===== config.mk =====
export PLATFORM = sky130hd
export DESIGN_NAME = psu_predictor
export DESIGN_NICKNAME = d
export VERILOG_FILES = /design/src/psu_pkg.sv /design/src/psu_predictor.sv
export SDC_FILE = /design/constraint.sdc
export NUM_CORES = 1
export LEC_CHECK = 0
export ABC_AREA = 1
export BUFFER_PORTS_ARGS = -buffer_cell sky130_fd_sc_hd__buf_2
export CAP_MARGIN = 10
export CORE_MARGIN = 2
export CORE_UTILIZATION = 55
export DETAILED_ROUTE_END_ITERATION = 8
export PLACE_DENSITY_LB_ADDON = 0.05
export SYNTH_ARGS = -nofsm -noshare
export SYNTH_HDL_FRONTEND = slang
export SYNTH_SLANG_ARGS = --single-unit

===== constraint.sdc =====
create_clock -name vclk -period 14.5
set_clock_uncertainty 0.15 [all_clocks]
set_input_delay 0.725 -clock vclk [all_inputs]
set_output_delay 0.725 -clock vclk [all_outputs]
set_load 0.03 [all_outputs]

===== src/psu_pkg.sv =====
`default_nettype none
package psu_pkg;

    localparam int BYTE_W          = 8;
    localparam int BPP_W           = 4;
    localparam int ROW_BYTES_W     = 14;
    localparam int CFG_DATA_W      = 14;
    localparam int CFG_INDEX_W     = 1;

    localparam int MAX_ROW_BYTES_DEF = 8192;
    localparam int MAX_BPP_DEF       = 8;

    localparam logic [CFG_INDEX_W-1:0] CFG_BPP       = 1'd0;
    localparam logic [CFG_INDEX_W-1:0] CFG_ROW_BYTES = 1'd1;

    typedef enum logic [2:0] {
        FILT_NONE  = 3'd0,
        FILT_SUB   = 3'd1,
        FILT_UP    = 3'd2,
        FILT_AVG   = 3'd3,
        FILT_PAETH = 3'd4
    } filter_t;

    typedef struct packed {
        filter_t           filter;
        logic [BYTE_W-1:0] left;
        logic [BYTE_W-1:0] up;
        logic [BYTE_W-1:0] upleft;
    } pred_in_t;

endpackage
`default_nettype wire


===== src/psu_predictor.sv =====
`default_nettype none
module psu_predictor (
    input  var psu_pkg::pred_in_t        pred_in,
    output logic [psu_pkg::BYTE_W-1:0]   pred
);

    logic [psu_pkg::BYTE_W-1:0] pa;
    logic [psu_pkg::BYTE_W-1:0] pb;
    logic [psu_pkg::BYTE_W:0]   pc;
    logic [psu_pkg::BYTE_W:0]   sum_ab;
    logic [psu_pkg::BYTE_W:0]   two_c;
    logic [psu_pkg::BYTE_W-1:0] paeth;

    always_comb begin
        sum_ab = {1'b0, pred_in.left} + {1'b0, pred_in.up};
        two_c  = {pred_in.upleft, 1'b0};
        pa = (pred_in.up >= pred_in.upleft) ? pred_in.up - pred_in.upleft
                                            : pred_in.upleft - pred_in.up;
        pb = (pred_in.left >= pred_in.upleft) ? pred_in.left - pred_in.upleft
                                              : pred_in.upleft - pred_in.left;
        pc = (sum_ab >= two_c) ? sum_ab - two_c : two_c - sum_ab;
        if (({1'b0, pa} <= {1'b0, pb}) && ({1'b0, pa} <= pc)) begin
            paeth = pred_in.left;
        end else if ({1'b0, pb} <= pc) begin
            paeth = pred_in.up;
        end else begin
            paeth = pred_in.upleft;
        end
    end

    always_comb begin
        case (pred_in.filter)
            psu_pkg::FILT_SUB:   pred = pred_in.left;
            psu_pkg::FILT_UP:    pred = pred_in.up;
            psu_pkg::FILT_AVG:   pred = sum_ab[psu_pkg::BYTE_W:1];
            psu_pkg::FILT_PAETH: pred = paeth;
            default:             pred = '0;
        endcase
    end

endmodule
`default_nettype wire


# Word level (Yosys, flattened, before mapping)
# Index checks and enable logic that the tools add are counted.
[op_classes]
addsub = 7
n_lt_le_gt_ge = 6
eq_ne = 4
muxes = 6
reduce_logical = 1
[op_table]
columns = ["operator", "n"]
rows = [
  ["2-to-1 mux 8 bit", 4],
  ["one-hot mux 8 bit (4 select lines)", 1],
  ["subtractor 8 bit", 4],
  ["less-or-equal comparator 8 x 9 -> 1 bit", 2],
  ["subtractor 9 bit", 2],
  [">= comparator 8 bit", 2],
  ["adder 8 x 8 -> 9 bit", 1],
  [">= comparator 9 bit", 1],
  ["2-to-1 mux 9 bit", 1],
  ["less-or-equal comparator 8 bit", 1],
  ["equality test 3 x 2 -> 1 bit (second input constant)", 2],
  ["equality test 3 x 1 -> 1 bit (second input constant)", 1],
  ["equality test 3 bit (second input constant)", 1],
  ["logical AND 1 bit", 1],
]
[word_totals]
reg_bits = 0
in_bits = 27
output_inout_bits = 8
wordCells = 24

# Depth between registers and ports, before layout
# Gate-level depths: netlist of run 1.
[depth]
word_depth = 7
mapped_depth = 34
mapped_depth_nobuf = 33

# Least setup slack after synthesis of run 1
# Ideal clock, no wire load.
[synth_timing]
kind = "input-to-output"
start = "input pred_in[8] (netlist bit)"
end = "output pred[0] (netlist bit)"
arrival_time_ns = 4.917
t_required_ns = 13.625
path_slack_ns = 8.708
stages = 32
cell_sequence = "ha_1 inv_1 fa_1 o31ai_1 a21oi_1 o21bai_1 xor2_1 inv_1 ha_1 nand2_1 nand2_1 a21oi_1 nand3_2 buf_6 nor2_1 nand2_1 o21ai_0 o221ai_1 xor2_1 ha_1 nand2_1 inv_1 nand2_1 nor2_1 nand2_1 nor2_1 nor2_2 nand2_4 nand2_4 nand3_1 nand2_1 nand2_1"
[synth_between]
elab_chain_cells = 7
word_cells_on_any_way = 16
classes_between = "add/sub (5); order compare (5); mux (5); reduce/logical (1)"
[synth_rtl]
columns = ["element", "line", "text"]
rows = [
  ["start, declared", "psu_predictor.sv:3", "input var psu_pkg::pred_in_t pred_in,"],
  ["adder 8 x 8 -> 9 bit", "psu_predictor.sv:15", "sum_ab = {1'b0, pred_in.left} + {1'b0, pred_in.up};"],
  ["subtractor 9 bit / >= comparator 9 bit (equally long branches)", "psu_predictor.sv:21", "pc = (sum_ab >= two_c) ? sum_ab - two_c : two_c - sum_ab;"],
  ["2-to-1 mux 9 bit", "psu_predictor.sv:21", ""],
  ["less-or-equal comparator 8 x 9 -> 1 bit (on tied branches)", "psu_predictor.sv:24, psu_predictor.sv:22", ""],
  ["2-to-1 mux 8 bit / logical AND 1 bit (equally long branches)", "psu_predictor.sv:24, psu_predictor.sv:22", ""],
  ["2-to-1 mux 8 bit", "psu_predictor.sv:22", "if (({1'b0, pa} <= {1'b0, pb}) && ({1'b0, pa} <= pc)) begin"],
  ["one-hot mux 8 bit (4 select lines) (*)", "psu_predictor.sv:32", "case (pred_in.filter)"],
  ["end, declared", "psu_predictor.sv:4", "output logic [psu_pkg::BYTE_W-1:0] pred"],
]
# Every way passes the cells marked *; elsewhere a longest branch is shown, timed or not.

# Worst setup path in the final report of run 1
[layout_timing]
start = "input pred_in[9] (netlist bit)"
end = "output pred[7] (netlist bit)"
# Same word-level chain as after synthesis.

==> key figures, run 1 <==
Timing
  – Highest attainable clock frequency: 143.5 MHz
  – Least-Margin Pin Slew: 1.071 ns
  – Min cycle time layout: 6.968 ns
  – Setup total negative slack: 0 ns
  – Total count of max-transition violations in the final report: 0
  – Final number of setup-violating endpoints: 0
  – Number of hold violations in the final report: 0
  – Tcrit/Tclk final: 48.06%
  – Rel. slew slack: 28.07%
  – Setup repair after global routing missed its margin: no

Final layout
  – Sequential cell count: 0
  – Proportion of layout cells with a drive suffix above 1: 12.44%
  – N_diodes: 0
  – Final non-filler cell total: 670
  – Combined flip-flop and latch cell area: 0 µm²
  – Area overhead of the layout relative to synthesis: 6.324%
  – Final Net Count: 705
  – Final-layout clock buffer total: 0

Setup path
  – Arrival @ worst endpoint: 6.09 ns
  – Kind of start point of the critical path: input pin
  – Capturing element type of the critical path: output port
  – Top fanout value on the critical path: 12
  – Required time of the critical path: 13.62 ns
  – Classification of the worst setup path: in -> out
  – Cell occurring most often along the worst timing path: nand2_1
  – Slowest stage cell on the critical path: o31ai_1
  – Highest cell delay on the worst timing path: 0.49 ns

Route
  – Routed length per instance: 15.69 µm
  – Number of nets still failing antenna checks after routing: 0
  – Via Count: 3742
  – Initial drt markers: 343
  – Number of remaining DRC errors: 0
  – Aggregate routed wire length: 10510 µm
  – Number of vias per cell: 5.585
  – First drt pass iteration count: 5

Yosys
  – Synthesized net count: 673
  – Cell types occupying the most area after synthesis: ha_1 (27%), nand2_1 (15%), inv_1 (11%)
  – Number of synthesis warnings: 0
  – Synth top area share: 26.59%
  – Average cell area after synthesis: 6.163 µm²
  – Number of instances in the synthesized netlist: 565
  – Distinct cell type count after synthesis: 43
  – Sequential fraction of the synthesis area: 0%
  – Post-synthesis cell area: 3482 µm²
  – Cell with the most instances after synthesis: nand2_1
  – Most used standard cells in the synthesized netlist: nand2_1 (141), inv_1 (105), ha_1 (74), nand3_1 (43), a21oi_1 (42)
  – Cell type contributing the most total cell area after synthesis: ha_1

Clock tree
  – Total setup buffers inserted after CTS: 0
  – CTS hold repair buffers: 0
  – Cells resized by post-CTS repair: 0

Global routing
  – Initial antenna violation count: 0
  – Total GRT Usage: 29.39%
  – Maximum number of pins on one net before global-route repair: 13
  – Total global routing overflow: 0
  – Global-route wire length before repair: 17110 µm
  – Vias in the first global route: 3485

Pwr
  – Share of power burned in the clock network: 0%
  – Internal power: 138.5 µW
  – Peak supply drop: 0.07248 mV
  – Leakage power of the design: 2.212 nW
  – Power per unit of standard cell area: 108.4 nW/µm²
  – Switching power: 262.7 µW
  – Share of power burned in combinational logic: 100.0%
  – Switching share of total power: 65.48%
  – Seq pwr share: 0%

Place
  – Total half-perimeter wirelength after legalization and detailed placement: 9023 µm
  – Total of buffers placed on input and output ports: 35
  – Placed insts: 670
  – Gp weighted congestion: 0.9794

Floorplan
  – Total Die Area: 6984 µm²
  – Number of rows created at floorplan: 28
  – Die Width: 83.57 µm
  – Number of top-level pins: 35
  – Area inside the core boundary: 6026 µm²
  – Initial core utilization: 57.79%
  – Die Y-Extent: 83.57 µm

Outcome
  – Run status: completed

Run
  – Max-cap violations: 0

Worst hold path
  – Hold crit path type: in -> out
[power groups by stage]
stage | logic [mW] | registers (mW) | clock network (mW)
after floorplan | 0.306 | 0 | 0
after global placement | 0.387 | 0 | 0
after detailed placement | 0.394 | 0 | 0
after CTS | 0.396 | 0 | 0
after global routing | 0.450 | 0 | 0
final | 0.401 | 0 | 0
[worst paths after layout]
path,from,end,slack (ns),cells after the start
min,pred_in[10],pred[2],1.83,6
max,pred_in[9],pred[7],7.53,31
[logic make-up after synthesis]
family / count (synthesis) / synth area share (%)
muxes: 3 / 0.8624
and+or+nand+nor: 253 / 33.92
AOI/OAI and AO/OA: 92 / 15.92
adders and majority gates: 81 / 30.61
xor gates and xnor gates: 22 / 5.533
buffers and inverters: 114 / 13.15
[per-layer routing]
| metal | vias to the layer above | global-route usage, % | wire length (µm) |
|---|---|---|---|
| met5 | - | 0 | 0 |
| met4 | 0 | 3.812 | 116 |
| met3 | 14 | 1.780 | 574 |
| met2 | 145 | 50.69 | 4876 |
| met1 | 1694 | 41.19 | 4944 |
| li1 | 1889 | - | - |
[layout by cell type (no fill, tap or decap), drive strengths merged, types with 3 or more instances in the layout]
master  Yosys  layout
a21o        5       5
a21oi      43      43
buf         5      35
clkinv      3       3
fa          7       7
ha         74      74
inv       106     106
mux2i       3       3
nand2     164     164
nand3      47      47
nand4       3       3
nor2       30      30
o21ai      18      18
o21bai      5       5
o221ai      8       8
o22ai       4       4
or2         4       4
xnor2       6       6
xor2       16      16
[area by class of cell]
class / count / area (µm²)
Timing Repair Buffer: 35 / 175.2
Tap cell: 75 / 93.84
Inverter: 109 / 409.1
Fill cell: 641 / 2323
Multi-Input combinational cell: 451 / 3024
[through the flow]
step	setup WS, ns	power (mW)	hold WS, ns	area [µm²]	util, %
6_report	7.532	0.4012	1.829	3702	61.44
5_1_grt	7.081	0.4504	1.866	3702	61.44
4_1_cts	7.633	0.3961	1.825	3702	61.44
3_5_place_dp	7.623	0.3936	1.824	3702	61.44
3_3_place_gp	7.675	0.3871	1.817	3702	61.44
2_1_floorplan	8.708	0.3057	1.628	3482	-
[critical path: cells and delay by family]
family,cells,cell delay (ns)
AOI/OAI and AO/OA,5,1.35
adders and majority gates,3,1.21
buffers and inverters,6,0.77
and+or+nand+nor,15,1.59
xor gates and xnor gates,2,0.43
Power figures use the tool's default switching activity.
==> run 2: changes to the inputs <==
- clock period: 14.5 -> 6.9 ns (I/O delays scaled with it)
==> run 2 against run 1 <==
Against the previous run: largest power group unchanged; highest routed layer unchanged; critical path depth stayed put; die area stayed put; clock-buffer cell count stayed put.
==> key figures, run 2 (synthesis gave the netlist of run 1 again) <==
Setup path
  – Arrival @ worst endpoint: 5.78 ns (-0.31 ns)
  – Highest cell delay on the worst timing path: 0.50 ns (about the same)
  – Top fanout value on the critical path: 12 (unchanged)
  – Capturing element type of the critical path: output port
  – Slowest stage cell on the critical path: o31ai_1
  – Cell occurring most often along the worst timing path: nand2_1
  – Required time of the critical path: 6.40 ns (-7.22 ns)
  – Classification of the worst setup path: in -> out
  – Kind of start point of the critical path: input pin

Timing
  – Min cycle time layout: 6.280 ns
  – Least-Margin Pin Slew: 1.030 ns (-0.04082 ns)
  – Worst hold slack: 1.062 ns (-0.7668 ns)
  – Final number of setup-violating endpoints: 0 (unchanged)
  – Tcrit/Tclk final: 91.01%
  – Setup repair after global routing missed its margin: no
  – Total count of max-transition violations in the final report: 0 (unchanged)
  – Rel. slew slack: 30.81% (+2.7 points)
  – Number of hold violations in the final report: 0 (unchanged)
  – Setup total negative slack: 0 ns (unchanged)
  – Highest attainable clock frequency: 159.2 MHz

Floorplan
  – Number of top-level pins: 35 (unchanged)
  – Number of rows created at floorplan: 28 (unchanged)
  – Area inside the core boundary: 6026 µm² (unchanged)
  – Total Die Area: 6984 µm² (unchanged)
  – Initial core utilization: 57.79% (unchanged)
  – Die Width: 83.57 µm (unchanged)
  – Die Y-Extent: 83.57 µm (unchanged)

Place
  – Gp weighted congestion: 0.9800 (about the same)
  – Total half-perimeter wirelength after legalization and detailed placement: 9133 µm (+1.2%)
  – Total of buffers placed on input and output ports: 35 (unchanged)

Final layout
  – Number of fill cells: 634 (-1.1%)
  – Sequential cell count: 0 (unchanged)
  – Combined flip-flop and latch cell area: 0 µm² (unchanged)
  – Most frequent cells in the layout: nand2_1 (141), inv_1 (105), ha_1 (74), nand3_1 (43), a21oi_1 (42)
  – Area overhead of the layout relative to synthesis: 6.324% (unchanged)
  – Final Net Count: 705 (unchanged)
  – Final-layout clock buffer total: 0 (unchanged)
  – Most frequent standard cell in the layout excluding fill and tap cells: nand2_1
  – Proportion of layout cells with a drive suffix above 1: 12.44% (unchanged)
  – N_diodes: 0 (unchanged)

Route
  – Aggregate routed wire length: 10550 µm (+0.36%)
  – Number of vias per cell: 5.612 (+0.48%)
  – Via Count: 3760 (+0.48%)
  – Number of nets still failing antenna checks after routing: 0 (unchanged)
  – Number of remaining DRC errors: 0 (unchanged)
  – First drt pass iteration count: 6 (+1)
  – Initial drt markers: 315 (-8.2%)
  – Routed length per instance: 15.75 µm (+0.36%)

Pwr
  – Leakage power of the design: 2.212 nW (unchanged)
  – Peak supply drop: 0.1518 mV (+110%)
  – Post-layout power: 842.0 µW (+110%)
  – Power per unit of standard cell area: 227.4 nW/µm² (+110%)

Clock tree
  – Total setup buffers inserted after CTS: 0 (unchanged)
  – Cells resized by post-CTS repair: 0 (unchanged)
  – CTS hold repair buffers: 0 (unchanged)

Global routing
  – Global-route wire length before repair: 17480 µm (+2.2%)
  – Total GRT Usage: 30.18% (+0.78 points)
  – Initial antenna violation count: 0 (unchanged)
  – Total global routing overflow: 0 (unchanged)
  – Maximum number of pins on one net before global-route repair: 13 (unchanged)
  – Vias in the first global route: 3507 (+0.63%)

Run
  – Max-cap violations: 0 (unchanged)

Outcome
  – Run status: completed

Worst hold path
  – Hold crit path type: in -> out
## run 2: cell counts in the layout (fill, tap and decap cells not counted)
No cell type changed its count.
## run 2: where the power goes
| group | switching (mW) | leakage, nW | internal [mW] | total, mW |
|---|---|---|---|---|
| registers | 0 | 0 | 0 | 0 |
| clock network | 0 | 0 | 0 | 0 |
| logic | 0.551 | 2.21 | 0.291 | 0.842 |
| total | 0.551 | 2.21 | 0.291 | 0.842 |
## run 2: worst max-delay path: cells and delay by family
family,cells,cell delay (ns)
and+or+nand+nor,15,1.61
AOI/OAI and AO/OA,5,1.39
xor gates and xnor gates,2,0.44
buffers and inverters,6,0.78
adders and majority gates,3,1.22
## run 2: metrics by stage
| stage | util [%] | worst slack [ns] | cell area, µm² | instances |
|---|---|---|---|---|
| 2_1_floorplan | - | 1.868 | 3482 | 565 |
| 3_3_place_gp | 61.44 | 0.8344 | 3702 | 670 |
| 3_5_place_dp | 61.44 | 0.7590 | 3702 | 670 |
| 4_1_cts | 61.44 | 0.7493 | 3702 | 670 |
| 5_1_grt | 61.44 | 0.2113 | 3702 | 670 |
| 6_report | 61.44 | 0.6205 | 3702 | 670 |
## run 2: per-layer routing
metal	vias to the layer above	track usage [%]	share of wire (%)
met4	0	5.279	2.8
met5	-	0	0
met1	1665	42.87	45
li1	1886	-	-
met3	33	2.374	6.9
met2	176	50.25	45
## run 2: final cells by class
| class | instances | area, µm² | area share, % |
|---|---|---|---|
| multi-input combinational | 451 | 3024 | 81.68 |
| tap | 75 | 93.84 | 2.535 |
| inverter | 109 | 409.1 | 11.05 |
| timing repair buffer | 35 | 175.2 | 4.731 |
## run 2: path summary, 6_finish.rpt
| kind | from | end | depth (start not counted) |
|---|---|---|---|
| worst max-delay path | pred_in[9] | pred[4] | 31 |
| worst min-delay path | pred_in[10] | pred[2] | 6 |
==> run 3: changes to the inputs <==
- ABC_AREA: 1 -> default
==> run 3 against run 2 <==
Against the previous run: power is 15% lower; first-iteration DRC count fell by 43%; utilization is 2.1 points higher; flip-flop and latch count is the same; non-clock buffer count grew 15; critical path type unchanged.
==> key figures, run 3 <==
Yosys
  – Cell type contributing the most total cell area after synthesis: ha_1
  – Synthesized net count: 511 (-24%)
  – Post-synthesis cell area: 3159 µm² (-9.3%)
  – Cell with the most instances after synthesis: ha_1
  – Most used standard cells in the synthesized netlist: ha_1 (74), inv_1 (60), a21oi_1 (34), mux2i_1 (24), a21o_1 (23)
  – Sequential fraction of the synthesis area: 0% (unchanged)
  – Number of synthesis warnings: 0 (unchanged)
  – Number of instances in the synthesized netlist: 403 (-29%)
  – Distinct cell type count after synthesis: 49 (+14%)
  – Average cell area after synthesis: 7.839 µm² (+27%)
  – Cell types occupying the most area after synthesis: ha_1 (29%), mux2i_1 (7.6%), inv_1 (7.1%)
  – Synth top area share: 29.31% (+2.7 points)

Timing
  – Tcrit/Tclk final: 93.69% (+2.7 points)
  – Final number of setup-violating endpoints: 0 (unchanged)
  – Least-Margin Pin Slew: 0.7385 ns (-0.2914 ns)
  – Final worst setup slack: 0.4351 ns (-0.1854 ns)
  – Setup total negative slack: 0 ns (unchanged)
  – Highest attainable clock frequency: 154.7 MHz (-2.9%)
  – Total count of max-transition violations in the final report: 0 (unchanged)
  – Number of hold violations in the final report: 0 (unchanged)
  – Rel. slew slack: 50.76% (+20 points)
  – Min cycle time layout: 6.465 ns (+0.1854 ns)

Setup path
  – Classification of the worst setup path: in -> out
  – Slowest stage cell on the critical path: ha_2
  – Capturing element type of the critical path: output port
  – Arrival @ worst endpoint: 5.97 ns (+0.19 ns)
  – Top fanout value on the critical path: 8 (-4)
  – CP Depth: 30 (-3.2%)
  – Highest cell delay on the worst timing path: 0.37 ns (-0.13 ns)
  – Kind of start point of the critical path: input pin
  – Required time of the critical path: 6.40 ns (about the same)
  – Cell class contributing the biggest share of worst-path delay: compound AO/OA/AOI/OAI gates
  – Number of buffer and inverter stages on the critical path: 5 (-1)

Pwr
  – Power per unit of standard cell area: 203.0 nW/µm² (-11%)
  – Share of power burned in the clock network: 0% (unchanged)
  – Internal power: 314.2 µW (+8.0%)
  – Leakage power of the design: 1.875 nW (-15%)
  – Switching share of total power: 56.06% (-9.4 points)
  – Seq pwr share: 0% (unchanged)
  – Peak supply drop: 0.1117 mV (-26%)
  – Switching power: 400.9 µW (-27%)
  – Share of power burned in combinational logic: 100.0% (about the same)

Place
  – Worst slack at placement: 0.2061 ns (-0.5529 ns)
  – Placed insts: 510 (-24%)
  – Total of buffers placed on input and output ports: 35 (unchanged)
  – Total half-perimeter wirelength after legalization and detailed placement: 7799 µm (-15%)
  – Gp weighted congestion: 0.9078 (-7.4%)

Final layout
  – Proportion of layout cells with a drive suffix above 1: 17.79% (+5.4 points)
  – Final non-filler cell total: 516 (-23%)
  – Area overhead of the layout relative to synthesis: 11.49%
  – Most frequent standard cell in the layout excluding fill and tap cells: ha_1
  – Most frequent cells in the layout: ha_1 (72), inv_1 (60), buf_2 (34), a21oi_1 (33), mux2i_1 (24)
  – Number of fill cells: 539 (-15%)
  – N_diodes: 0 (unchanged)
  – Final-layout clock buffer total: 0 (unchanged)
  – Combined flip-flop and latch cell area: 0 µm² (unchanged)
  – Sequential cell count: 0 (unchanged)
  – Final Net Count: 554 (-21%)

Route
  – Number of vias per cell: 6.043 (+7.7%)
  – Initial drt markers: 178 (-43%)
  – Aggregate routed wire length: 9050 µm (-14%)
  – First drt pass iteration count: 5 (-1)
  – Routed length per instance: 17.54 µm (+11%)
  – Number of remaining DRC errors: 0 (unchanged)
  – Via Count: 3118 (-17%)
  – Number of nets still failing antenna checks after routing: 0 (unchanged)

Worst hold path
  – Hold crit path type: in -> out
  – Sink of the worst hold path: pred[7]
  – Hold path startpoint: pred_in[23]
  – Number of stages on the worst hold path: 4 (-2)

Run
  – Max-cap violations: 0 (unchanged)

Floorplan
  – Initial core utilization: 57.02% (-0.76 points)
  – Number of rows created at floorplan: 27 (-3.6%)
  – Total Die Area: 6366 µm² (-8.8%)
  – Number of top-level pins: 35 (unchanged)
  – Die Y-Extent: 79.79 µm (-4.5%)
  – Die Width: 79.79 µm (-4.5%)
  – Area inside the core boundary: 5540 µm² (-8.1%)

Global routing
  – Total GRT Usage: 28.59% (-1.6 points)
  – Maximum number of pins on one net before global-route repair: 13 (unchanged)
  – Vias in the first global route: 2949 (-16%)
  – Global-route wire length before repair: 14460 µm (-17%)
  – Initial antenna violation count: 0 (unchanged)
  – Total global routing overflow: 0 (unchanged)

Outcome
  – Run status: completed
## run 3: cell count changes after synthesis, sizes merged, moves of 5 or more
cell,change
a21oi,-9
mux2,+10
nand3,-39
clkbuf,+6
inv,-46
nor2,-15
a22oi,+5
mux2i,+22
xnor2,+9
nand2,-148
a21o,+18
xor2,-8
## run 3: tightest hold or removal path, cell delays in order
cell and delay [ns]:
buf_2 0.13, inv_1 0.05, o221ai_1 0.11, buf_2 0.18
## run 3: cell families after synthesis
group / after synthesis / synth area share (%)
AND/OR/NAND/NOR: 66 / 10.57
AO/OA/AOI/OAI: 129 / 28.67
buffers and inverters: 69 / 8.515
multiplexers: 35 / 11.88
adder cells (fa/ha/maj): 81 / 33.74
XOR/XNOR: 23 / 6.614
## run 3: what timing repair did
action,4_1_cts,5_1_grt
resized for setup,0,10
hold buffers,0,0
setup endpoints to repair,0,8
buffers inserted,0,6
## run 3: layout make-up
| class | count | area, µm² | share of cell area [%] |
|---|---|---|---|
| Inverter | 60 | 225.2 | 6.394 |
| Tap cell | 72 | 90.09 | 2.558 |
| Multi-Input combinational cell | 334 | 2917 | 82.81 |
| Timing Repair Buffer | 50 | 290.3 | 8.242 |
## run 3: power groups by stage
stage / Clock, mW / Combinational, mW / Sequential [mW]
floorplan: 0 / 0.528 / 0
global placement: 0 / 0.671 / 0
detailed placement: 0 / 0.682 / 0
CTS: 0 / 0.686 / 0
global route: 0 / 0.787 / 0
finish: 0 / 0.715 / 0
## run 3: per-stage QoR
step	power (mW)	hold WS, ns	utilization [%]	instance area, µm²
3_3_place_gp	0.6714	1.018	62.24	3448
5_1_grt	0.7867	1.024	63.57	3522
4_1_cts	0.6860	1.018	62.24	3448
2_1_floorplan	0.5283	0.9033	-	3159
6_report	0.7151	1.016	63.57	3522
3_5_place_dp	0.6820	1.014	62.24	3448
## run 3: worst max path at each step
stage | startpoint | end | slack (ns)
2_1_floorplan | pred_in[8] | pred[6] | 0.73
3_3_place_gp | pred_in[8] | pred[3] | 0.30
3_5_place_dp | pred_in[8] | pred[3] | 0.21
4_1_cts | pred_in[8] | pred[3] | 0.15
5_1_grt | pred_in[8] | pred[0] | -0.03
6_report | pred_in[9] | pred[3] | 0.44
## run 3: routing by layer
metal	vias to the layer above	wire, µm	track usage (%)
li1	1551	-	-
met1	1466	4303	37.84
met2	93	4371	53.95
met3	8	292	0.2262
met4	0	82	2.203
met5	-	0	0
